File: src/heightmap_box_smooth_3x3_unit_defines.svh
// Assertion macros for the heightmap smoother RTL, used by hbs3_scan
`ifndef HEIGHTMAP_BOX_SMOOTH_3X3_UNIT_DEFINES_SVH
`define HEIGHTMAP_BOX_SMOOTH_3X3_UNIT_DEFINES_SVH
`ifndef SYNTHESIS
`define HBS3_ASSERT(lbl, clk, rst, prop) \
   lbl: assert property (@(posedge clk) disable iff (rst) prop) \
      else $error("hbs3 check failed");
`define HBS3_ASSERT_NEVER(lbl, clk, rst, expr) \
   lbl: assert property (@(posedge clk) disable iff (rst) !(expr)) \
      else $error("hbs3 check failed");
`else
`define HBS3_ASSERT(lbl, clk, rst, prop)
`define HBS3_ASSERT_NEVER(lbl, clk, rst, expr)
`endif
`endif

File: src/hbs3_pkg.sv
// Shared constants, types and reciprocal table of the heightmap smoother
`default_nettype none

package hbs3_pkg;

   localparam int MAX_WIDTH  = 4096;
   localparam int HEIGHT_LIMIT = 4096;
   localparam int COL_W      = $clog2(MAX_WIDTH);
   localparam int WID_W      = COL_W + 1;
   localparam int ROW_W      = $clog2(HEIGHT_LIMIT) + 1;
   localparam int PEND_W     = COL_W + 1;
   localparam int CFG_W      = 13;
   localparam int CSR_IDX_W  = 2;
   localparam int PIXEL_W    = 32;
   localparam int HEIGHT_W   = 8;
   localparam int HEIGHT_LSB = 8;
   localparam int LINE_W     = 2 * HEIGHT_W;
   localparam int FRAC_BITS  = 8;
   localparam int OUT_W      = HEIGHT_W + FRAC_BITS;
   localparam int SUM_W      = HEIGHT_W + 4;
   localparam int RECIP_W    = 25;
   localparam int RECIP_SHIFT = 16;
   localparam int PROD_W     = SUM_W + RECIP_W;

   localparam logic [CSR_IDX_W-1:0] CSR_IMAGE_WIDTH   = 2'd0;
   localparam logic [CSR_IDX_W-1:0] CSR_IMAGE_HEIGHT  = 2'd1;
   localparam logic [CSR_IDX_W-1:0] CSR_SMOOTH_ENABLE = 2'd2;

   localparam logic OP_PIXEL = 1'b0;
   localparam logic OP_DRAIN = 1'b1;

   // ceil(2^24 / count): exact for (sum << 8) / count over the full sum range
   localparam logic [RECIP_W-1:0] RECIP_BY_1 = 25'd16777216;
   localparam logic [RECIP_W-1:0] RECIP_BY_2 = 25'd8388608;
   localparam logic [RECIP_W-1:0] RECIP_BY_3 = 25'd5592406;
   localparam logic [RECIP_W-1:0] RECIP_BY_4 = 25'd4194304;
   localparam logic [RECIP_W-1:0] RECIP_BY_6 = 25'd2796203;
   localparam logic [RECIP_W-1:0] RECIP_BY_9 = 25'd1864136;

   typedef enum logic [1:0] {
      SCAN_IDLE,
      SCAN_SHIFT,
      SCAN_REFILL
   } scan_state_type;

   typedef logic [2:0][2:0][HEIGHT_W-1:0] window_type;

   typedef struct packed {
      logic       valid;
      window_type win;
      logic       left_out;
      logic       right_out;
      logic       top_out;
      logic       bottom_out;
      logic       smooth;
      logic       last;
   } window_snap_type;

   function automatic logic [RECIP_W-1:0] hbs3_recip(input logic [1:0] cols,
                                                     input logic [1:0] rows);
      logic [3:0] cnt;
      cnt = {2'b00, cols} * {2'b00, rows};
      unique case (cnt)
         4'd1:    hbs3_recip = RECIP_BY_1;
         4'd2:    hbs3_recip = RECIP_BY_2;
         4'd3:    hbs3_recip = RECIP_BY_3;
         4'd4:    hbs3_recip = RECIP_BY_4;
         4'd6:    hbs3_recip = RECIP_BY_6;
         4'd9:    hbs3_recip = RECIP_BY_9;
         default: hbs3_recip = RECIP_BY_1;
      endcase
   endfunction

endpackage

`default_nettype wire

File: src/hbs3_scan.sv
// Raster sequencer: request intake, line store read-modify-write, window and counters
`default_nettype none
`include "heightmap_box_smooth_3x3_unit_defines.svh"

module hbs3_scan import hbs3_pkg::*; (
   input  logic                 clock,
   input  logic                 reset,
   input  logic                 req_valid,
   output logic                 req_ready,
   input  logic                 req_operation,
   input  logic [PIXEL_W-1:0]   req_pixel_word,
   input  logic [WID_W-1:0]     image_width,
   input  logic [ROW_W-1:0]     image_height,
   input  logic                 smooth_enable,
   input  logic                 frame_restart,
   output logic                 mem_rd_en,
   output logic [COL_W-1:0]     mem_rd_addr,
   input  logic [LINE_W-1:0]    mem_rd_data,
   output logic                 mem_wr_en,
   output logic [COL_W-1:0]     mem_wr_addr,
   output logic [LINE_W-1:0]    mem_wr_data,
   input  logic                 snap_busy,
   output window_snap_type      snap
);

   scan_state_type      state_ff, state_in;
   logic [COL_W-1:0]    col_ff, col_in;
   logic [ROW_W-1:0]    row_ff, row_in;
   logic [PEND_W-1:0]   pend_ff, pend_in;
   window_type          win_ff, win_in;
   logic [HEIGHT_W-1:0] hgt_ff, hgt_in;
   logic                drain_ff, drain_in;

   logic [HEIGHT_W-1:0] top_rd;
   logic [HEIGHT_W-1:0] mid_rd;
   window_type          win_shift;
   logic [WID_W-1:0]    col_inc;
   logic                col_wrap;
   logic                col_first;
   logic                produce;
   logic [ROW_W-1:0]    center_row;
   logic                left_out;
   logic                right_out;
   logic                top_out;
   logic                bottom_out;
   logic [PEND_W-1:0]   pend_next;
   logic                frame_done;
   logic                accept_work;

   always_comb begin
      top_rd       = mem_rd_data[LINE_W-1:HEIGHT_W];
      mid_rd       = mem_rd_data[HEIGHT_W-1:0];
      win_shift[0] = win_ff[1];
      win_shift[1] = win_ff[2];
      win_shift[2][0] = top_rd;
      win_shift[2][1] = mid_rd;
      win_shift[2][2] = hgt_ff;
      col_inc    = {1'b0, col_ff} + WID_W'(1);
      col_wrap   = col_inc >= image_width;
      col_first  = col_ff == '0;
      produce    = (row_ff >= ROW_W'(2)) || ((row_ff == ROW_W'(1)) && !col_first);
      center_row = col_first ? row_ff - ROW_W'(2) : row_ff - ROW_W'(1);
      left_out   = col_first ? (image_width == WID_W'(1)) : (col_ff == COL_W'(1));
      right_out  = col_first;
      top_out    = center_row == '0;
      bottom_out = ({1'b0, center_row} + (ROW_W+1)'(1)) >= {1'b0, image_height};
      pend_next  = pend_ff + PEND_W'(!drain_ff) - PEND_W'(produce);
      frame_done = drain_ff && produce && (pend_next == '0);
   end

   always_comb begin
      state_in    = state_ff;
      col_in      = col_ff;
      row_in      = row_ff;
      pend_in     = pend_ff;
      win_in      = win_ff;
      hgt_in      = hgt_ff;
      drain_in    = drain_ff;
      req_ready   = 1'b0;
      accept_work = 1'b0;
      mem_rd_en   = 1'b0;
      mem_rd_addr = col_ff;
      mem_wr_en   = 1'b0;
      mem_wr_addr = col_ff;
      mem_wr_data = {mid_rd, hgt_ff};
      snap            = '0;
      snap.win        = win_shift;
      snap.left_out   = left_out;
      snap.right_out  = right_out;
      snap.top_out    = top_out;
      snap.bottom_out = bottom_out;
      snap.smooth     = smooth_enable;
      snap.last       = frame_done;

      unique case (state_ff)
         SCAN_IDLE: begin
            req_ready = !snap_busy;
            if (req_valid && req_ready) begin
               if (req_operation == OP_PIXEL) begin
                  accept_work = row_ff < image_height;
               end else begin
                  accept_work = (row_ff >= image_height) && (pend_ff != '0);
               end
               if (accept_work) begin
                  hgt_in    = (req_operation == OP_PIXEL) ?
                              req_pixel_word[HEIGHT_LSB +: HEIGHT_W] : '0;
                  drain_in  = req_operation == OP_DRAIN;
                  mem_rd_en = 1'b1;
                  state_in  = SCAN_SHIFT;
               end
            end
         end
         SCAN_REFILL: begin
            mem_rd_en = 1'b1;
            state_in  = SCAN_SHIFT;
         end
         SCAN_SHIFT: begin
            mem_wr_en  = 1'b1;
            win_in     = win_shift;
            pend_in    = pend_next;
            snap.valid = produce;
            if (col_wrap) begin
               col_in = '0;
               row_in = row_ff + ROW_W'(1);
            end else begin
               col_in = col_inc[COL_W-1:0];
            end
            if (drain_ff && !produce) begin
               state_in = SCAN_REFILL;
            end else begin
               state_in = SCAN_IDLE;
            end
            if (frame_done) begin
               col_in  = '0;
               row_in  = '0;
               pend_in = '0;
               win_in  = '0;
            end
         end
         default: begin
            state_in = SCAN_IDLE;
         end
      endcase

      if (frame_restart) begin
         col_in  = '0;
         row_in  = '0;
         pend_in = '0;
         win_in  = '0;
      end
   end

   always_ff @(posedge clock) begin
      if (reset) begin
         state_ff <= SCAN_IDLE;
         col_ff   <= '0;
         row_ff   <= '0;
         pend_ff  <= '0;
         win_ff   <= '0;
         drain_ff <= 1'b0;
      end else begin
         state_ff <= state_in;
         col_ff   <= col_in;
         row_ff   <= row_in;
         pend_ff  <= pend_in;
         win_ff   <= win_in;
         drain_ff <= drain_in;
      end
   end

   always_ff @(posedge clock) begin
      hgt_ff <= hgt_in;
   end

   `HBS3_ASSERT(col_below_width, clock, reset, {1'b0, col_ff} < image_width)
   `HBS3_ASSERT(pend_bounded, clock, reset, pend_ff <= PEND_W'(MAX_WIDTH + 1))
   `HBS3_ASSERT(last_clears_frame, clock, reset, snap.valid && snap.last |=> row_ff == '0 && col_ff == '0 && pend_ff == '0)
   `HBS3_ASSERT_NEVER(no_rd_wr_overlap, clock, reset, mem_rd_en && mem_wr_en)

endmodule

`default_nettype wire

File: config.mk
export PLATFORM = sky130hd
export DESIGN_NAME = hbs3_scan
export DESIGN_NICKNAME = d
export VERILOG_FILES = /design/src/hbs3_pkg.sv /design/src/hbs3_scan.sv
export VERILOG_INCLUDE_DIRS = /design/src /design/src/src
export SDC_FILE = /design/constraint.sdc
export NUM_CORES = 1
export LEC_CHECK = 0
export BUFFER_PORTS_ARGS = -buffer_cell sky130_fd_sc_hd__buf_2
export CORE_MARGIN = 10
export CORE_UTILIZATION = 47
export DETAILED_ROUTE_END_ITERATION = 12
export PLACE_DENSITY = 0.85
export RECOVER_POWER = 100
export SLEW_MARGIN = 5
export SYNTH_ARGS = -nofsm -noshare
export SYNTH_HDL_FRONTEND = slang
export SYNTH_SLANG_ARGS = --single-unit
File: constraint.sdc
create_clock -name clock -period 6 [get_ports clock]
set_input_delay 0.6 -clock clock [delete_from_list [all_inputs] [get_ports clock]]
set_output_delay 0.6 -clock clock [all_outputs]
set_load 0.1 [all_outputs]
Word-level counts from Yosys, hierarchy flattened
Cells that the tools add are included. Widths: inputs -> output; s select.

Output and inout bits: 122. Input bits: 81. Register bits: 97.

$add $sub $neg: 7. Equality and inequality tests: 7. Multiplexer cells: 21. Reduce and logical (&&, ||, !) cells: 21. $lt $le $gt $ge: 5.

Operator list (count): $mux 72 (1); $mux 13 (4); $eq 13x1->1 const B (2); $ge 13x13->1 (2); $logic_not 13->1 (2); $mux 12 (2); $add 13x1->14 const B (1); $ge 14x13->1 (1); $add 12x1->13 const B (1); $add 13x1->13 (1); $add 13x1->13 const B (1); $ge 13x2->1 const B (1); $lt 13x13->1 (1); $reduce_bool 13->1 (1); $sub 13x1->13 (1); $sub 13x1->13 const B (1); $sub 13x2->13 const B (1); $eq 12x1->1 const B (1); $logic_not 12->1 (1); $mux 1 (9); $logic_and 1x1->1 (6); $mux 2 (3); $pmux 2 s3 (1); $logic_not 1->1 (4); other kinds (10) (12).

Depth between registers and ports, before layout
Depth in word-level cells: 9. Depth in mapped cells: 21. Depth with buffers taken out: 19.

Least setup slack after synthesis
No wires, ideal clock.

Path type: register -> output. From: register row_ff[4]. To: output snap[0] (netlist name). Setup slack: 0.165 ns. Data arrival time: 5.235 ns. Stages on the path, launching flop included: 19. Required time: 5.400 ns. Cell sequence: dfxtp_1 -> clkbuf_1 -> or3_1 -> or4_1 -> nor4_1 -> nor4bb_1 -> inv_1 -> ha_1 -> inv_1 -> ha_1 -> fa_1 -> a211o_1 -> a311oi_2 -> o31a_1 -> xnor2_1 -> or4_4 -> nor4_4 -> and2_1 -> buf_4.

Word-level cells in the longest chain between the ends: 6. Elaborated cells between the ends (all ways): 8. Those cells by class: add/sub (1); order compare (1); eq/ne (1); reduce/logical (5).

RTL lines: start: declaration (RTL line hbs3_scan.sv:28) `logic [ROW_W-1:0] row_ff, row_in;`; start signal: assignment (RTL line hbs3_scan.sv:164) `row_ff <= row_in;`; parallel branches: the longest is 2 deep, another holds $ge 13x2->1; $logic_or 1x1->1 * (RTL line hbs3_scan.sv:61) `produce = (row_ff >= ROW_W'(2)) || ((row_ff == ROW_W'(1)) && !col_first);`; $sub 13x1->13 (RTL line hbs3_scan.sv:67) `pend_next = pend_ff + PEND_W'(!drain_ff) - PEND_W'(produce);`; $logic_not 13->1 (RTL line hbs3_scan.sv:68) `frame_done = drain_ff && produce && (pend_next == '0);`; $logic_and 1x1->1 * (RTL line hbs3_scan.sv:68); end: declaration (RTL line hbs3_scan.sv:23) `output window_snap_type snap`.

Mark *: on every way between the ends.

==> results_dict.tcl <==
set metrics [dict create \
    run_status "finished, final reports clean" \
    synth-edff-count 8 \
    finish.utilization_pct 56.5 \
    clk_pin_slew_ns 0.07 \
    p_clk_share_pct 39.0 \
    rsz0062_at_grt "yes" \
    drive_above_1_share_pct 15.3 \
    grt_pass1_wl_um 26200 \
    cts-root-buf "clkbuf_16" \
    setup_ws_ns 0.0767 \
    p_leak_uw 0.00317 \
    routed_wirelength_um 16800 \
    fp.dieH_um 137 \
    cts_tree "built" \
    syn_inst 724 \
    endpoint_kind "primary output" \
    synth_top_cell_area_share_pct 27.9 \
    required_ns 5.40 \
    worstSetupStartpointType "flip-flop" \
    die-area_um2 18600 \
    antenna_found_initial 0 \
    synth_nets 875 \
    p_per_area_nw_per_um2 197 \
    seq_power_share_pct 44.7 \
    core_um2 13300 \
    synth_simple_gate_area_share_pct 17.5 \
    dpl_cell_area_um2 7140 \
    max_freq_mhz 169 \
    switchingPower_uw 468 \
    cts_buffer_depth 2 \
    synth_xor_area_share_pct 7.00 \
    ir_worst_vdd_mv 0.130 \
    swShare_pct 31.7 \
    holdPathEnd "state_ff[0]" \
    synth_top_family_by_area "compound AO/OA/AOI/OAI gates" \
    place_congestion 0.904 \
    clock_latency_ns 0.34 \
    initial_core_util_pct 48.0 \
    yosys_warnings 0 \
    total_power_uw 1480 \
    tns_ns 0 \
    whs_path_depth 2 \
    area.growth.synth_to_final_pct 17.6 \
    worstPathArrival_ns 5.32 \
    synth_area_leaders "dfxtp_1 (28%), ha_1 (14%), a22o_1 (6.6%)" \
    path_class "flip-flop to primary output" \
    rows 42 \
    timing.final.crit_share_pct 98.7 \
    rrSetupSlack_ns 0.52 \
    synth_top_area_cell "dfxtp_1" \
    ys_seq_area_share_pct 31.7 \
    port_buffers 176 \
    final_common_cell "clkbuf_1" \
    synth.avg_cell_area_um2 8.82 \
    routedWlPerCell_um 16.2 \
    hpwl_um 12900 \
    vias_per_cell 5.46 \
    yosysUniqueCellTypes 62 \
    design_area_um2 7510 \
    diodes 0 \
    ys.flop_type "dfxtp_1" \
    multi_input_area_um2 3770 \
    grt.total_usage_pct 16.7 \
    cts_max_level 3 \
    register_area_um2 2020 \
    grt_pass1_vias 5379 \
    cp_max_fo 4 \
    worstReg2RegEnd "mem_rd_addr[2]" \
    synth-compound-area-share_pct 18.0 \
    hold_path_class "input pin to flip-flop" \
    die_width_um 137 \
    num_vias 5647 \
    n_fill_cell 1222 \
    ant_nets 0 \
    drc 0 \
    layout.nets 1005 \
    rr_worst_depth 20 \
    cts_hold_buf 0 \
    hold_viol 0 \
    max_slew_margin_pct 16.8 \
    synth_adder_area_share_pct 13.8 \
    drtIter0Drc 303 \
    num_io_pins 203 \
    grt_max_degree 42 \
    cts_num_sinks 97 \
    cts_made_buffers 9 \
    dp_slack_ns 0.0586 \
    syn_area_um2 6380 \
    power.internal_uw 1010 \
    async_reset_ff_share_pct 0 \
    slew_violations 0 \
    dr.pass1.iters 5 \
    layout_common_cells "clkbuf_1 (114), dfxtp_1 (88), ha_1 (67)" \
    grt-ovfl-total 0 \
    synthMuxAreaShare_pct 0.470 \
    worstReg2RegStart "row_ff[5]" \
    ys_ff_latch 97 \
    fin_skew_ns 0.00764 \
    finalCriticalPeriod_ns 5.92 \
    max_cap_viol_count 0 \
    p_comb_share_pct 16.3 \
    hp-start "reset" \
    finalSetupViolCount 0 \
    max_slew.worst_pin.slew_ns 1.25 \
]
## power groups by stage
| stage | clock (µW) | sequential [µW] | combinational [µW] |
|---|---|---|---|
| after floorplan | 0 | 697 | 178 |
| after global placement | 0 | 675 | 234 |
| after detailed placement | 0 | 675 | 236 |
| after CTS | 586 | 660 | 238 |
| after global routing | 614 | 661 | 256 |
| final | 577 | 660 | 241 |
## flip-flops by register name (all words and copies together) (netlist names)
register	count
drain_ff	1
pend_ff	13
mem_rd_addr	12
row_ff	13
snap	48
state_ff	2
hgt_ff	8
## area by class of cell
class	instances	area share [%]
clock buffers	9	3.00
flip-flops and latches	97	27.0
clock inverters	7	1.08
repair buffers	203	12.9
multi-input cells	486	50.3
inverters	57	2.85
well taps	176	2.93
## timing repair
action,CTS,global route
setup buffers,1,8
cloned,0,0
pin swaps,2,10
setup endpoints to repair,1,1
resized for setup,6,18
## worst max-delay path, cell delays in order (launching register included)
cell	delay, ns
dfxtp_2	0.32
or3_4	0.40
or4_4	0.58
nor4_4	0.24
nor4bb_4	0.24
buf_4	0.16
inv_2	0.04
ha_4	0.25
inv_2	0.04
ha_4	0.15
fa_2	0.37
a211o_1	0.33
a311oi_4	0.39
o31a_1	0.24
xnor2_2	0.10
or4_4	0.43
nor4_4	0.30
and2_4	0.21
buf_12	0.17
## through the flow
| step | hold WS (ns) | instances |
|---|---|---|
| 6_report | 0.461 | 1035 |
| 3_5_place_dp | 0.462 | 1010 |
| 4_1_cts | 0.453 | 1027 |
| 5_1_grt | 0.466 | 1035 |
| 3_3_place_gp | 0.455 | 1010 |
| 2_1_floorplan | 0.454 | 724 |
## routing by layer
| metal | wire length [µm] | share of wire (%) | up-vias | track usage [%] |
|---|---|---|---|---|
| li1 | - | - | 2798 | - |
| met1 | 7190 | 43 | 2685 | 20.5 |
| met2 | 8450 | 50 | 145 | 28.8 |
| met3 | 983 | 5.8 | 19 | 3.96 |
| met4 | 187 | 1.1 | 0 | 4.38 |
| met5 | 0 | 0 | - | 0 |
## cell usage after synthesis (3+ instances only)
| cell | number |
|---|---|
| o21ai_0 | 9 |
| and3_1 | 6 |
| nand3b_1 | 3 |
| or4_1 | 6 |
| clkbuf_1 | 27 |
| a21o_1 | 9 |
| nor2b_1 | 19 |
| or2_2 | 3 |
| xnor2_1 | 37 |
| xor2_1 | 14 |
| inv_1 | 57 |
| o21ai_1 | 3 |
| nand2_1 | 40 |
| dfxtp_1 | 89 |
| or3_1 | 3 |
| a22o_1 | 48 |
| and2_1 | 3 |
| a211o_1 | 5 |
| edfxtp_1 | 8 |
| a32o_1 | 11 |
| buf_4 | 50 |
| nand3_1 | 20 |
| a211oi_1 | 7 |
| ha_1 | 69 |
| nor4_1 | 16 |
| a21oi_1 | 32 |
| buf_2 | 4 |
| nand2b_1 | 8 |
| nor2_1 | 44 |
| nand4_1 | 10 |
| a31oi_1 | 5 |
| nor3_1 | 17 |
| nor3b_1 | 4 |
| mux2i_1 | 3 |
## worst max-delay path by stage
stage	slack, ns	from	cells after the start	end
2_1_floorplan	0.16	row_ff[4]	18	snap[0]
3_3_place_gp	0.14	row_ff[4]	18	snap[0]
3_5_place_dp	0.06	row_ff[4]	18	snap[0]
4_1_cts	0.04	row_ff[4]	18	snap[0]
5_1_grt	-0.09	row_ff[5]	18	snap[0]
6_report	0.08	row_ff[5]	18	snap[0]
## cell families (layout without fill, tap and decap cells)
kind of cell / after synthesis / in the layout
AOI/OAI and AO/OA: 151 / 151
xor gates and xnor gates: 51 / 51
adders and majority gates: 70 / 70
buffers and inverters: 141 / 276
DFF: 97 / 97
muxes: 3 / 3
and+or+nand+nor: 211 / 211
(Power assumes the default switching activity.)
