<file path="config.mk">
export PLATFORM = sky130hd
export DESIGN_NAME = hbs3_mean
export DESIGN_NICKNAME = d
export VERILOG_FILES = /design/src/heightmap_box_smooth_3x3_unit_defines.svh /design/src/hbs3_pkg.sv /design/src/hbs3_mean.sv
export SDC_FILE = /design/constraint.sdc
export NUM_CORES = 1
export LEC_CHECK = 0
export BUFFER_PORTS_ARGS = -buffer_cell sky130_fd_sc_hd__buf_2
export CAP_MARGIN = 20
export CORE_UTILIZATION = 62
export CTS_CLUSTER_SIZE = 14
export DETAILED_ROUTE_END_ITERATION = 6
export PLACE_DENSITY = 0.81
export SLEW_MARGIN = 10
export SYNTH_ARGS = -nofsm -noshare
export SYNTH_HDL_FRONTEND = slang
export SYNTH_SLANG_ARGS = --single-unit
</file>
<file path="constraint.sdc">
create_clock -name clock -period 10 [get_ports clock]
set_clock_uncertainty 0.15 [all_clocks]
set_input_delay 0.5 -clock clock [delete_from_list [all_inputs] [get_ports clock]]
set_output_delay 0.5 -clock clock [all_outputs]
set_load 0.05 [all_outputs]
</file>
<file path="src/heightmap_box_smooth_3x3_unit_defines.svh">
// Assertion macros for the heightmap smoother RTL, used by hbs3_scan
`ifndef HEIGHTMAP_BOX_SMOOTH_3X3_UNIT_DEFINES_SVH
`define HEIGHTMAP_BOX_SMOOTH_3X3_UNIT_DEFINES_SVH
`ifndef SYNTHESIS
`define HBS3_ASSERT(lbl, clk, rst, prop) \
   lbl: assert property (@(posedge clk) disable iff (rst) prop) \
      else $error("hbs3 check failed");
`define HBS3_ASSERT_NEVER(lbl, clk, rst, expr) \
   lbl: assert property (@(posedge clk) disable iff (rst) !(expr)) \
      else $error("hbs3 check failed");
`else
`define HBS3_ASSERT(lbl, clk, rst, prop)
`define HBS3_ASSERT_NEVER(lbl, clk, rst, expr)
`endif
`endif

</file>
<file path="src/hbs3_pkg.sv">
// Shared constants, types and reciprocal table of the heightmap smoother
`default_nettype none

package hbs3_pkg;

   localparam int MAX_WIDTH  = 4096;
   localparam int HEIGHT_LIMIT = 4096;
   localparam int COL_W      = $clog2(MAX_WIDTH);
   localparam int WID_W      = COL_W + 1;
   localparam int ROW_W      = $clog2(HEIGHT_LIMIT) + 1;
   localparam int PEND_W     = COL_W + 1;
   localparam int CFG_W      = 13;
   localparam int CSR_IDX_W  = 2;
   localparam int PIXEL_W    = 32;
   localparam int HEIGHT_W   = 8;
   localparam int HEIGHT_LSB = 8;
   localparam int LINE_W     = 2 * HEIGHT_W;
   localparam int FRAC_BITS  = 8;
   localparam int OUT_W      = HEIGHT_W + FRAC_BITS;
   localparam int SUM_W      = HEIGHT_W + 4;
   localparam int RECIP_W    = 25;
   localparam int RECIP_SHIFT = 16;
   localparam int PROD_W     = SUM_W + RECIP_W;

   localparam logic [CSR_IDX_W-1:0] CSR_IMAGE_WIDTH   = 2'd0;
   localparam logic [CSR_IDX_W-1:0] CSR_IMAGE_HEIGHT  = 2'd1;
   localparam logic [CSR_IDX_W-1:0] CSR_SMOOTH_ENABLE = 2'd2;

   localparam logic OP_PIXEL = 1'b0;
   localparam logic OP_DRAIN = 1'b1;

   // ceil(2^24 / count): exact for (sum << 8) / count over the full sum range
   localparam logic [RECIP_W-1:0] RECIP_BY_1 = 25'd16777216;
   localparam logic [RECIP_W-1:0] RECIP_BY_2 = 25'd8388608;
   localparam logic [RECIP_W-1:0] RECIP_BY_3 = 25'd5592406;
   localparam logic [RECIP_W-1:0] RECIP_BY_4 = 25'd4194304;
   localparam logic [RECIP_W-1:0] RECIP_BY_6 = 25'd2796203;
   localparam logic [RECIP_W-1:0] RECIP_BY_9 = 25'd1864136;

   typedef enum logic [1:0] {
      SCAN_IDLE,
      SCAN_SHIFT,
      SCAN_REFILL
   } scan_state_type;

   typedef logic [2:0][2:0][HEIGHT_W-1:0] window_type;

   typedef struct packed {
      logic       valid;
      window_type win;
      logic       left_out;
      logic       right_out;
      logic       top_out;
      logic       bottom_out;
      logic       smooth;
      logic       last;
   } window_snap_type;

   function automatic logic [RECIP_W-1:0] hbs3_recip(input logic [1:0] cols,
                                                     input logic [1:0] rows);
      logic [3:0] cnt;
      cnt = {2'b00, cols} * {2'b00, rows};
      unique case (cnt)
         4'd1:    hbs3_recip = RECIP_BY_1;
         4'd2:    hbs3_recip = RECIP_BY_2;
         4'd3:    hbs3_recip = RECIP_BY_3;
         4'd4:    hbs3_recip = RECIP_BY_4;
         4'd6:    hbs3_recip = RECIP_BY_6;
         4'd9:    hbs3_recip = RECIP_BY_9;
         default: hbs3_recip = RECIP_BY_1;
      endcase
   endfunction

endpackage

`default_nettype wire

</file>
<file path="src/hbs3_mean.sv">
// Masked 3x3 sum, reciprocal multiply and result register
`default_nettype none

module hbs3_mean import hbs3_pkg::*; (
   input  logic                clock,
   input  logic                reset,
   input  window_snap_type     snap,
   output logic                snap_busy,
   output logic                rsp_valid,
   input  logic                rsp_ready,
   output logic [OUT_W-1:0]    rsp_smoothed_height,
   output logic                rsp_frame_last
);

   window_snap_type     a_ff, a_in;
   logic                b_valid_ff, b_valid_in;
   logic [SUM_W-1:0]    b_sum_ff, b_sum_in;
   logic [1:0]          b_cols_ff, b_cols_in;
   logic [1:0]          b_rows_ff, b_rows_in;
   logic [HEIGHT_W-1:0] b_center_ff, b_center_in;
   logic                b_smooth_ff, b_smooth_in;
   logic                b_last_ff, b_last_in;
   logic                rsp_valid_ff, rsp_valid_in;
   logic [OUT_W-1:0]    rsp_height_ff, rsp_height_in;
   logic                rsp_last_ff, rsp_last_in;

   logic                out_free;
   logic                move_b;
   logic                b_free;
   logic                move_a;
   logic [SUM_W-3:0]    col_sum [3];
   logic [SUM_W-1:0]    win_sum;
   logic [PROD_W-1:0]   product;

   always_comb begin
      out_free = !rsp_valid_ff || rsp_ready;
      move_b   = b_valid_ff && out_free;
      b_free   = !b_valid_ff || move_b;
      move_a   = a_ff.valid && b_free;

      for (int a = 0; a < 3; a++) begin
         col_sum[a] = (a_ff.top_out ? (SUM_W-2)'(0) : (SUM_W-2)'(a_ff.win[a][0]))
                    + (SUM_W-2)'(a_ff.win[a][1])
                    + (a_ff.bottom_out ? (SUM_W-2)'(0) : (SUM_W-2)'(a_ff.win[a][2]));
      end
      win_sum = (a_ff.left_out ? SUM_W'(0) : SUM_W'(col_sum[0]))
              + SUM_W'(col_sum[1])
              + (a_ff.right_out ? SUM_W'(0) : SUM_W'(col_sum[2]));

      a_in = a_ff;
      if (move_a) begin
         a_in.valid = 1'b0;
      end
      if (snap.valid) begin
         a_in = snap;
      end

      b_valid_in  = b_valid_ff;
      b_sum_in    = b_sum_ff;
      b_cols_in   = b_cols_ff;
      b_rows_in   = b_rows_ff;
      b_center_in = b_center_ff;
      b_smooth_in = b_smooth_ff;
      b_last_in   = b_last_ff;
      if (move_b) begin
         b_valid_in = 1'b0;
      end
      if (move_a) begin
         b_valid_in  = 1'b1;
         b_sum_in    = win_sum;
         b_cols_in   = 2'd3 - {1'b0, a_ff.left_out} - {1'b0, a_ff.right_out};
         b_rows_in   = 2'd3 - {1'b0, a_ff.top_out} - {1'b0, a_ff.bottom_out};
         b_center_in = a_ff.win[1][1];
         b_smooth_in = a_ff.smooth;
         b_last_in   = a_ff.last;
      end

      product = PROD_W'(b_sum_ff) * PROD_W'(hbs3_recip(b_cols_ff, b_rows_ff));

      rsp_valid_in  = rsp_valid_ff;
      rsp_height_in = rsp_height_ff;
      rsp_last_in   = rsp_last_ff;
      if (rsp_ready) begin
         rsp_valid_in = 1'b0;
      end
      if (move_b) begin
         rsp_valid_in  = 1'b1;
         rsp_height_in = b_smooth_ff ? product[RECIP_SHIFT +: OUT_W]
                                     : OUT_W'(b_center_ff) << FRAC_BITS;
         rsp_last_in   = b_last_ff;
      end
   end

   always_ff @(posedge clock) begin
      if (reset) begin
         a_ff         <= '0;
         b_valid_ff   <= 1'b0;
         rsp_valid_ff <= 1'b0;
      end else begin
         a_ff         <= a_in;
         b_valid_ff   <= b_valid_in;
         rsp_valid_ff <= rsp_valid_in;
      end
   end

   always_ff @(posedge clock) begin
      b_sum_ff      <= b_sum_in;
      b_cols_ff     <= b_cols_in;
      b_rows_ff     <= b_rows_in;
      b_center_ff   <= b_center_in;
      b_smooth_ff   <= b_smooth_in;
      b_last_ff     <= b_last_in;
      rsp_height_ff <= rsp_height_in;
      rsp_last_ff   <= rsp_last_in;
   end

   assign snap_busy           = a_ff.valid;
   assign rsp_valid           = rsp_valid_ff;
   assign rsp_smoothed_height = rsp_height_ff;
   assign rsp_frame_last      = rsp_last_ff;

endmodule

`default_nettype wire

</file>
* Word-level counts from Yosys, hierarchy flattened *
Cells that the tools add are included.

cells by class
  reductions and logical operators = 9
  multiplexer cells = 16
  $mul = 2
  eq/ne operators = 5
  $add $sub $neg = 12

operators by type and width
  kind                 count
  $pmux 25 s5          1
  $mux 79              1
  $mux 8               6
  $mul 12x25->32       1
  $add 9x8->10         3
  $add 8x8->9          3
  $mux 10              2
  $mux 16              1
  $add 11x10->12       1
  $add 10x10->11       1
  $eq 4x2->1 const B   2
  $eq 4x3->1 const B   2
  $reduce_bool 2->1    3
  $mux 1               5
  $eq 4x4->1 const B   1
  $mul 2x2->4          1
  $sub 2x1->2          2
  $sub 2x1->2 const A  2
  $logic_and 1x1->1    2
  $logic_not 1->1      2
  $logic_or 1x1->1     2

word-level totals
  flip-flop bits (word level) = 124
  bits of input ports = 82
  output and inout bits = 19
  word-level logic and storage cells = 71

* Logic depth before layout (Yosys ltp) *
Gate-level depths: netlist of run 1.

  depth after elaboration = 7
  mapped depth = 29
  mapped depth without buffers = 27

* Least setup slack after synthesis of run 1 *
Ideal clock, no wire load.

  path kind = register -> register
  from = register b_rows_ff[0]
  to = register rsp_height_ff[13], in the netlist rsp_smoothed_height[13] (data pin)
  buffers on the path = 2
  required time = 9.584 ns
  cell stages (with the launch flop) = 27
  arrival time = 6.906 ns
  clock period less this slack = 7.322 ns
  setup time = 0.266 ns
  path slack = 2.678 ns
  cells stage by stage = edfxtp_1 > and2_1 > ha_1 > inv_1 > ha_1 > a21boi_2 > buf_2 > and2_0 > or2_2 > clkbuf_1 > nand2_1 > inv_1 > fa_1 > inv_1 > fa_1 > inv_1 > fa_1 > fa_1 > fa_1 > ha_1 > and3_4 > a21o_1 > a31o_1 > o2111a_2 > o311a_4 > o2111ai_2 > or3b_1

on the way
  longest elaborated chain between the ends = 5
  elaborated cells on any way between the ends = 9
  classes of those cells = mul (2); eq/ne (5); mux (2)

ends and longest elaborated chain
  item                                RTL line          source
  from (decl)                         hbs3_mean.sv:19   logic [1:0] b_rows_ff, b_rows_in;
  from (signal assigned)              hbs3_mean.sv:109  b_rows_ff <= b_rows_in;
  $mul 2x2->4 (*)                     hbs3_pkg.sv:62    cnt = {2'b00, cols} * {2'b00, rows};
  $eq 4x4->1 (tied with other cells)  hbs3_pkg.sv:63    unique case (cnt)
  $pmux 25 s5 (*)                     hbs3_pkg.sv:63
  $mul 12x25->32 (*)                  hbs3_mean.sv:78   product = PROD_W'(b_sum_ff) * PROD_W'(hbs3_recip(b_cols_ff, b_rows_ff));
  $mux 16 (*)                         hbs3_mean.sv:88   rsp_height_in = b_smooth_ff ? product[RECIP_SHIFT +: OUT_W]
  to (signal assigned)                hbs3_mean.sv:113  rsp_height_ff <= rsp_height_in;
  to (decl)                           hbs3_mean.sv:24   logic [OUT_W-1:0] rsp_height_ff, rsp_height_in;

Mark *: on every way between the ends. The rest lies on a longest branch, timed or not.
A chain may end at the register's enable or synchronous reset.

* Worst setup path after layout of run 1 *
Ends and elaborated chain as after synthesis.

==> results.json, run 1 <==
{
  "run_status": "completed",
  "drcViolationCount": 0,
  "synth.distinct_cells": 62,
  "stdcell_count": 1654,
  "yosys.area_share.xor_xnor_pct": 1.65,
  "fill_cells": 1524,
  "finalSetupViolations": 0,
  "cts_buffers": 17,
  "wl_um": 28600,
  "numClockSinks": 124,
  "firstDrtPassIters": 5,
  "wl_per_cell_um": 17.3,
  "p_leak_nw": 7.31,
  "final-seq-area_mm2": 0.00291,
  "final_common_cell": "inv_1",
  "rows": 52,
  "port_buffers": 100,
  "dieArea_mm2": 0.0213,
  "finalCritPeriodShare_pct": 76.4,
  "postCtsSetupRepairBufs": 0,
  "root_buffer": "clkbuf_16",
  "clockBufferDepth": 2,
  "synthSimpleGateAreaFrac_pct": 13.3,
  "cts_resized": 0,
  "crit_chain": "and2_1 -> ha_1 -> inv_1 -> ha_1 -> a21boi_2 -> and2_0 -> or2_2 -> nand2_1 -> inv_1 -> fa_1 -> inv_1 -> fa_1 -> inv_1 -> fa_1 -> fa_1 -> fa_1 -> ha_1 -> and3_4 -> a21o_1 -> a31o_1 -> o2111a_2 -> o311a_4 -> o2111ai_2 -> or3b_1",
  "viasPerCell": 5.37,
  "gp_congestion": 0.955,
  "hp-start": "snap[74]",
  "place_hpwl_um": 23700,
  "fin_crit_ns": 7.64,
  "area_growth_pct": 10.3,
  "grt_util_met2_pct": 51.7,
  "dieWidth_um": 146,
  "setup_tns_ns": 0,
  "p_per_area_mw_per_mm2": 223,
  "cp_num_buf_inv": 4,
  "synth-async-reset-ratio_pct": 0,
  "irDropWorstVdd_mv": 0.167,
  "worst_setup_path_end_kind": "flip-flop",
  "slew_headroom_pct": 27.2,
  "seq_area_frac_synth_pct": 22.7,
  "drive_gt1_share_pct": 11.3,
  "yosys.area_share.adder_pct": 41.0,
  "r2r-start": "b_rows_ff[0]$_DFFE_PP_",
  "num_antenna_cells": 0,
  "synth_fp_nets": 1658,
  "vias": 8877,
  "synthesis.area_mm2": 0.0128,
  "clk_latency_ns": 0.43,
  "critPathSlowestCell": "fa_1",
  "use_met3_pct": 5.92,
  "synth_compound_area_share_pct": 6.34,
  "met1_usage_pct": 34.3,
  "timing_hold_violations_final": 0,
  "hold_buffers": 0,
  "drt_iter0_drc": 415,
  "core-area_mm2": 0.0202,
  "io_pins": 101,
  "cap_violations": 0,
  "overflow": 0,
  "gr-max-usage-layer": "met2",
  "min_delay_worst_endpoint": "a_ff[74]$_SDFFE_PP0P_",
  "grt_max_degree": 82,
  "grt_pass1_wl_um": 47200,
  "critPathMaxStageDelay_ns": 0.58,
  "die_y_um": 146,
  "yosysWarnings": 0,
  "synth-seq-cells": 124,
  "critPathMostFrequentCell": "fa_1",
  "hp-class": "input pin to flip-flop",
  "maxSlewViolCount": 0,
  "worst-path-max-fanout": 12,
  "h-tree-depth": 4,
  "layout_common_cells": "260 x inv_1, 207 x fa_1, 113 x nor2_1, 99 x buf_2, 89 x ha_1",
  "muxShareOfSynthArea_pct": 6.40,
  "clk_pin_slew_ns": 0.06,
  "worst-r2r-setup-slack_ns": 2.36,
  "worstMarginPinSlew_ns": 1.09,
  "grt_util_all_layers_pct": 29.0,
  "grt_pass1_vias": 9641,
  "detail-route-antenna-nets": 0,
  "reg2reg_to": "rsp_smoothed_height[13]$_DFFE_PP_",
  "max_freq_ghz": 0.131,
  "synth_top_flop_cell": "dfxtp_1",
  "cts_tree": "built",
  "final_nets": 1749,
  "hold_depth": 3,
  "required_ns": 10.02,
  "initial_utilization_pct": 63.4,
  "post-place-cells": 1622,
  "r2r.worst_path.cells": 24,
  "startpoint_type": "flip-flop",
  "cp.arrival_ns": 7.66,
  "syn_avg_cell_area_um2": 10.0,
  "multiInputGateArea_mm2": 0.00881,
  "syn-instance-count": 1280,
  "crit_family": "adder cells",
  "crit_type": "flip-flop to flip-flop",
  "synth_edf_count": 43,
  "synth_top_family_by_area": "adder cells",
  "rsz0062_at_grt": "no",
  "antenna_found_initial": 0
}
power by group:
group	total, mW	switching, mW	internal (mW)	leakage [nW]
sequential	0.671	0.0572	0.613	1.07
combinational	1.90	1.12	0.782	5.98
clock	0.587	0.260	0.327	0.262
total	3.16	1.43	1.72	7.31
cell families (layout without fill, tap and decap cells):
group	count (synthesis)	count (layout)
DFF	124	124
and+or+nand+nor	345	345
adders and majority gates	296	296
muxes	82	82
xor gates and xnor gates	21	21
buffers and inverters	296	400
AOI/OAI and AO/OA	116	116
flip-flops by register name, summed over array words and instances (netlist names):
| name | cells |
|---|---|
| rsp_frame_last | 1 |
| b_sum_ff | 12 |
| a_ff | 78 |
| b_rows_ff | 2 |
| snap_busy | 1 |
| b_center_ff | 8 |
| b_smooth_ff | 1 |
| b_cols_ff | 2 |
| rsp_valid | 1 |
| b_last_ff | 1 |
| rsp_smoothed_height | 16 |
| b_valid_ff | 1 |
per-stage QoR:
step	total power, mW	hold slack (ns)	worst slack, ns	utilization (%)	instance area, um^2
floorplan	2.12	0.250	2.68	-	12800
global placement	2.49	0.254	2.61	67.2	13600
detailed placement	2.57	0.256	2.37	67.2	13600
CTS	3.17	0.148	2.36	70.0	14200
global route	3.44	0.157	2.02	70.0	14200
finish	3.16	0.155	2.36	70.0	14200
synth_stat cells, types with 2 or more instances:
cell type,instances,share of area (%)
inv_1,260,7.6
buf_1,7,0.20
nand4_1,4,0.19
o2111ai_1,4,0.27
xnor2_1,17,1.2
o311ai_0,2,0.14
and4_1,2,0.14
nand3_1,8,0.31
o21bai_1,3,0.18
xor2_1,2,0.14
nand2_1,74,2.2
clkbuf_1,26,0.76
fa_1,207,32
a31oi_1,5,0.24
xnor3_1,2,0.35
o211ai_1,2,0.12
nor3_1,12,0.47
or2_2,3,0.15
edfxtp_1,43,10
nor2b_1,60,2.9
o31ai_1,4,0.23
ha_1,89,8.7
a21o_1,25,1.5
a21boi_0,4,0.23
a211oi_1,4,0.23
mux2i_1,82,6.4
or3_1,4,0.19
nand2b_1,9,0.44
a31o_1,2,0.14
a21oi_1,29,1.1
buf_2,2,0.078
nor4_1,3,0.15
o21ai_0,15,0.58
o21a_1,5,0.29
and3_1,13,0.63
a21oi_2,2,0.14
nor2_1,113,3.3
and2_1,28,1.4
dfxtp_1,81,13
tightest hold or removal path: stages:
cell and delay, ns:
buf_2 0.07, mux2i_1 0.05, nor2_1 0.07
per-layer routing:
layer	vias to the layer above	routed length (um)
met5	-	0
met4	0	938
met3	57	1460
met2	272	14600
met1	4327	11600
li1	4221	-
final cells by class:
class	count	share of cell area [%]
multi-input combinational	860	62.3
sequential	124	20.6
inverter	261	6.92
timing repair buffer	107	3.92
clock buffer	18	3.03
tap	270	2.39
clock inverter	14	0.902
worst max path at each step:
stage                           start                                end  slack, ns  depth (start not counted)
3_3_place_gp   b_rows_ff[0]$_DFFE_PP_  rsp_smoothed_height[13]$_DFFE_PP_       2.61                         24
3_5_place_dp   b_rows_ff[0]$_DFFE_PP_  rsp_smoothed_height[13]$_DFFE_PP_       2.37                         24
5_1_grt        b_rows_ff[0]$_DFFE_PP_  rsp_smoothed_height[14]$_DFFE_PP_       2.02                         24
2_1_floorplan  b_rows_ff[0]$_DFFE_PP_  rsp_smoothed_height[13]$_DFFE_PP_       2.68                         26
4_1_cts        b_rows_ff[0]$_DFFE_PP_  rsp_smoothed_height[13]$_DFFE_PP_       2.36                         24
6_report       b_rows_ff[0]$_DFFE_PP_  rsp_smoothed_height[13]$_DFFE_PP_       2.36                         24
(Power assumes the default switching activity.)
==> inputs of run 2 (changes only) <==
clock period = 7.56 ns   (was 10 ns; I/O delays follow)
==> run 2 against run 1 <==
Against the previous run:
- worst setup slack worse by 2.0 ns
- utilization up 0.69 points
- sequential power is 32% higher
- power increased by 37%
- first-iteration DRC count shrank 1.4%
- critical path depth is the same
- sequential share of layout area down 0.20 points
- flip-flop and latch count is the same
- combinational power rose by 36%
- clock power increased by 47%
- critical endpoint unchanged
==> results.json, run 2 (same netlist as run 1, synthesis figures left out) <==
{
  "place_hpwl_um": 23900,
  "core-area_mm2": 0.0202,
  "worstMarginPinSlew_ns": 1.15,
  "cap_violations": 0,
  "use_met3_pct": 6.02,
  "detail-route-antenna-nets": 0,
  "io_pins": 101,
  "layout_common_cells": "260 x inv_1, 207 x fa_1, 113 x nor2_1, 99 x buf_2, 88 x ha_1",
  "hp-class": "input pin to flip-flop",
  "rows": 52,
  "r2r-start": "b_rows_ff[0]$_DFFE_PP_",
  "root_buffer": "clkbuf_16",
  "hold_buffers": 0,
  "die_y_um": 146,
  "area_growth_pct": 11.4,
  "p_per_area_mw_per_mm2": 303,
  "antenna_found_initial": 0,
  "post-place-cells": 1631,
  "drive_gt1_share_pct": 12.0,
  "clk_latency_ns": 0.43,
  "clk_pin_slew_ns": 0.07,
  "setup_tns_ns": 0,
  "timing_hold_violations_final": 0,
  "cts_tree": "built",
  "final_nets": 1758,
  "cp.arrival_ns": 7.24,
  "overflow": 0,
  "port_buffers": 100,
  "clockBufferDepth": 2,
  "slew_headroom_pct": 22.8,
  "dieArea_mm2": 0.0213,
  "wl_per_cell_um": 17.9,
  "crit_type": "flip-flop to flip-flop",
  "finalSetupViolations": 0,
  "grt_max_degree": 82,
  "firstDrtPassIters": 5,
  "grt_util_all_layers_pct": 30.1,
  "r2r.worst_path.cells": 24,
  "irDropWorstVdd_mv": 0.242,
  "gr-max-usage-layer": "met2",
  "maxSlewViolCount": 0,
  "hp-start": "snap[57]",
  "max_freq_ghz": 0.139,
  "postCtsSetupRepairBufs": 0,
  "viasPerCell": 5.43,
  "worst_setup_path_end_kind": "flip-flop",
  "grt_util_met2_pct": 53.0,
  "cts_buffers": 17,
  "final_common_cell": "inv_1",
  "grt_pass1_vias": 9773,
  "gp_congestion": 0.953,
  "startpoint": "b_rows_ff[0]$_DFFE_PP_",
  "initial_utilization_pct": 63.4,
  "grt_pass1_wl_um": 49000,
  "p_leak_nw": 7.39,
  "met1_usage_pct": 36.1,
  "fin_crit_ns": 7.22,
  "drt_iter0_drc": 409,
  "numClockSinks": 124,
  "finalCritPeriodShare_pct": 95.5,
  "largest_register_ffs": 78,
  "wl_um": 29800,
  "startpoint_type": "flip-flop",
  "stdcell_count": 1663,
  "dieWidth_um": 146,
  "run_status": "completed",
  "fin_util_pct": 70.6,
  "worst-path-max-fanout": 12,
  "rsz0062_at_grt": "no",
  "num_antenna_cells": 0,
  "h-tree-depth": 4,
  "top_register": "a_ff",
  "drcViolationCount": 0,
  "required_ns": 7.58,
  "vias": 9034,
  "hold_depth": 3
}
[run 2: report_power, final]
group | internal [mW] | total [mW] | switching (mW)
registers | 0.811 | 0.888 | 0.0771
clock network | 0.510 | 0.863 | 0.354
logic | 1.06 | 2.58 | 1.51
total | 2.38 | 4.33 | 1.94
[run 2: repair_timing]
action	in CTS	in global routing
endpoints found under the setup margin	0	4
hold endpoints to repair	0	0
resized for setup	0	2
[run 2: stage by stage]
stage,hold slack [ns],power [mW],worst slack (ns),cell area (um^2)
after floorplan,0.250,2.80,0.238,12800
after global placement,0.253,3.31,0.363,13700
after detailed placement,0.265,3.42,0.187,13700
after CTS,0.0252,4.31,0.184,14300
after global routing,0.0385,4.70,0.0408,14300
final,0.0335,4.33,0.340,14300
[run 2: cell type report]
type,count,area [um^2]
Sequential cell,124,2910
Timing Repair Buffer,116,623
Clock inverter,14,174
Tap cell,270,338
Clock buffer,18,439
Multi-Input combinational cell,860,8830
Inverter,261,980
Fill cell,1529,5940
[run 2: worst paths after layout]
| path | endpoint | slack [ns] |
|---|---|---|
| setup / recovery | rsp_smoothed_height[13]$_DFFE_PP_ | 0.34 |
| hold / removal | a_ff[57]$_SDFFE_PP0P_ | 0.03 |
| setup reg to reg | rsp_smoothed_height[13]$_DFFE_PP_ | 0.34 |
| hold reg to reg | rsp_frame_last$_DFFE_PP_ | 0.28 |
[run 2: worst max-delay path, stage by stage (launching register included)]
cell and delay [ns]:
edfxtp_1 0.37, and2_1 0.18, ha_1 0.22, inv_1 0.06, ha_1 0.22, a21boi_2 0.21
and2_0 0.20, or2_4 0.32, nand2_1 0.13, inv_1 0.07, fa_1 0.58, inv_1 0.09
fa_1 0.55, inv_1 0.07, fa_1 0.55, fa_1 0.43, fa_1 0.55, ha_4 0.22
and3_4 0.18, a21o_1 0.17, a31o_1 0.23, o2111a_2 0.29, o311a_4 0.38, o2111ai_2 0.17
or3b_1 0.36
[run 2: metal layers]
| layer | vias to the layer above | share of wire, % |
|---|---|---|
| li1 | 4235 | - |
| met1 | 4481 | 41 |
| met2 | 251 | 51 |
| met3 | 67 | 4.9 |
| met4 | 0 | 4.0 |
| met5 | - | 0 |
==> inputs of run 3 (changes only) <==
--- a/config.mk
+++ b/config.mk
@@ -7,2 +7,3 @@
 export LEC_CHECK = 0
+export ABC_CLOCK_PERIOD_IN_PS = 7560
 export BUFFER_PORTS_ARGS = -buffer_cell sky130_fd_sc_hd__buf_2
@@ -13,2 +14,3 @@
 export PLACE_DENSITY = 0.81
+export REMOVE_ABC_BUFFERS = 1
 export SLEW_MARGIN = 10
--- a/constraint.sdc
+++ b/constraint.sdc
@@ -4,2 +4,2 @@
 set_output_delay 0.378 -clock clock [all_outputs]
-set_load 0.05 [all_outputs]
+set_load 0.005 [all_outputs]
==> run 3 against run 2 <==
Against the previous run:
- die area unchanged
- cell area about the same
- cell count up 0.18%
- largest power group unchanged
==> results.json, run 3 (same netlist as run 1, synthesis figures left out) <==
{
  "wl_um": 28900,
  "max_freq_ghz": 0.139,
  "p_per_area_mw_per_mm2": 293,
  "min_delay_worst_endpoint": "a_ff[2]$_SDFFE_PP0P_",
  "r2r-start": "b_rows_ff[0]$_DFFE_PP_",
  "run_status": "completed",
  "area_growth_pct": 11.3,
  "hold_depth": 3,
  "vias": 9028,
  "maxSlewViolCount": 0,
  "num_antenna_cells": 0,
  "critPathMaxStageDelay_ns": 0.59,
  "p_int_mw": 2.35,
  "fin_crit_ns": 7.21,
  "hp-start": "snap[2]",
  "grt_pass1_wl_um": 48100,
  "drive_gt1_share_pct": 12.1,
  "rows": 52,
  "clockBufferDepth": 2,
  "viasPerCell": 5.42,
  "firstDrtPassIters": 5,
  "io_pins": 101,
  "hp-class": "input pin to flip-flop",
  "cap_violations": 0,
  "irDropWorstVdd_mv": 0.183,
  "crit_chain": "and2_1 -> ha_1 -> inv_1 -> ha_1 -> a21boi_2 -> and2_0 -> or2_2 -> nand2_1 -> inv_1 -> fa_1 -> inv_1 -> fa_1 -> inv_1 -> fa_1 -> fa_1 -> fa_1 -> ha_1 -> and3_4 -> a21o_1 -> a31o_1 -> o2111a_2 -> o311a_4 -> o2111ai_2 -> or3b_1",
  "critPathMostFrequentCell": "fa_1",
  "fin_ws_ns": 0.349,
  "slew_headroom_pct": 29.8,
  "hold_buffers": 0,
  "drt_iter0_drc": 411,
  "clk_pin_slew_ns": 0.06,
  "cts_buffers": 17,
  "port_buffers": 100,
  "crit_type": "flip-flop to flip-flop",
  "cts_tree": "built",
  "required_ns": 7.58,
  "pwr-share-clk_pct": 19.4,
  "numClockSinks": 124,
  "grt_util_all_layers_pct": 29.3,
  "top_register": "a_ff",
  "timing_hold_violations_final": 0,
  "post-place-ws_ns": 0.233,
  "wl_per_cell_um": 17.3,
  "sw_frac_of_total_pct": 43.9,
  "cp_num_buf_inv": 4,
  "grt_max_degree": 82,
  "cp.arrival_ns": 7.23,
  "fill_cells": 1556,
  "grt_pass1_vias": 9803,
  "drcViolationCount": 0,
  "critPathSlowestCell": "fa_1",
  "worst_setup_path_end_kind": "flip-flop",
  "timing.hold.ws_ns": 0.0352,
  "clk_latency_ns": 0.43,
  "root_buffer": "clkbuf_16",
  "worst-path-max-fanout": 7,
  "gp_congestion": 0.908,
  "layout_common_cells": "260 x inv_1, 207 x fa_1, 113 x nor2_1, 99 x buf_2, 89 x ha_1",
  "final_common_cell": "inv_1",
  "initial_utilization_pct": 63.4,
  "dieWidth_um": 146,
  "p_comb_share_pct": 59.7,
  "power_switching_mw": 1.84,
  "core-area_mm2": 0.0202,
  "h-tree-depth": 4,
  "antenna_found_initial": 1,
  "finalCritPeriodShare_pct": 95.4,
  "setup_tns_ns": 0,
  "worst-r2r-setup-slack_ns": 0.35,
  "p_leak_nw": 7.39,
  "finalSetupViolations": 0,
  "largest_register_ffs": 78,
  "reg2reg_to": "rsp_smoothed_height[13]$_DFFE_PP_",
  "crit_family": "adder cells",
  "startpoint_type": "flip-flop",
  "place_hpwl_um": 23800,
  "die_y_um": 146,
  "pwr-share-seq_pct": 20.9,
  "detail-route-antenna-nets": 0,
  "overflow": 0,
  "dieArea_mm2": 0.0213,
  "final_nets": 1761,
  "worstMarginPinSlew_ns": 1.05,
  "r2r.worst_path.cells": 24
}
-- run 3: cell type report --
| cell class | instances | area, um^2 | share of cell area, % |
|---|---|---|---|
| repair buffers | 119 | 646 | 4.52 |
| clock buffers | 19 | 454 | 3.18 |
| multi-input cells | 860 | 8820 | 61.8 |
| inverters | 261 | 980 | 6.86 |
| clock inverters | 13 | 129 | 0.902 |
| flip-flops and latches | 124 | 2910 | 20.4 |
| well taps | 270 | 338 | 2.37 |
-- run 3: worst max path at each step --
stage | cells after the start | slack (ns) | startpoint | end
4_1_cts | 24 | 0.22 | b_rows_ff[0]$_DFFE_PP_ | rsp_smoothed_height[14]$_DFFE_PP_
6_report | 24 | 0.35 | b_rows_ff[0]$_DFFE_PP_ | rsp_smoothed_height[13]$_DFFE_PP_
5_1_grt | 27 | -0.002 | b_rows_ff[0]$_DFFE_PP_ | rsp_smoothed_height[13]$_DFFE_PP_
3_5_place_dp | 27 | 0.23 | b_rows_ff[0]$_DFFE_PP_ | rsp_smoothed_height[13]$_DFFE_PP_
2_1_floorplan | 24 | 0.44 | b_rows_ff[0]$_DFFE_PP_ | rsp_smoothed_height[13]$_DFFE_PP_
3_3_place_gp | 24 | 0.34 | b_rows_ff[0]$_DFFE_PP_ | rsp_smoothed_height[13]$_DFFE_PP_
-- run 3: metal layers --
| metal | vias to the layer above | GRT usage [%] | share of wire [%] |
|---|---|---|---|
| li1 | 4252 | - | - |
| met1 | 4497 | 36.2 | 42 |
| met2 | 228 | 51.6 | 51 |
| met3 | 51 | 3.98 | 4.1 |
| met4 | 0 | 12.5 | 3.6 |
| met5 | - | 0 | 0 |
-- run 3: power groups by stage --
stage / clock network, mW / registers, mW / logic (mW)
after floorplan: 0 / 0.870 / 1.86
after global placement: 0 / 0.887 / 2.38
after detailed placement: 0 / 0.889 / 2.48
after CTS: 0.823 / 0.875 / 2.50
after global routing: 0.847 / 0.886 / 2.86
final: 0.813 / 0.875 / 2.50
-- run 3: through the flow --
stage / utilization, % / power, mW / cell area (um^2) / cells
after global routing: 70.6 / 4.59 / 14300 / 1666
after CTS: 70.4 / 4.19 / 14300 / 1664
after floorplan: - / 2.73 / 12700 / 1245
after global placement: 67.6 / 3.26 / 13700 / 1632
final: 70.6 / 4.19 / 14300 / 1666
after detailed placement: 67.6 / 3.36 / 13700 / 1632
-- run 3: tightest hold or removal path: stages --
cell     delay (ns)
buf_2          0.07
mux2i_1        0.05
nor2_1         0.07
-- run 3: what timing repair did --
action                     in CTS  in global routing
setup buffers                   0                  2
resized for setup               0                  3
setup endpoints to repair       0                  5
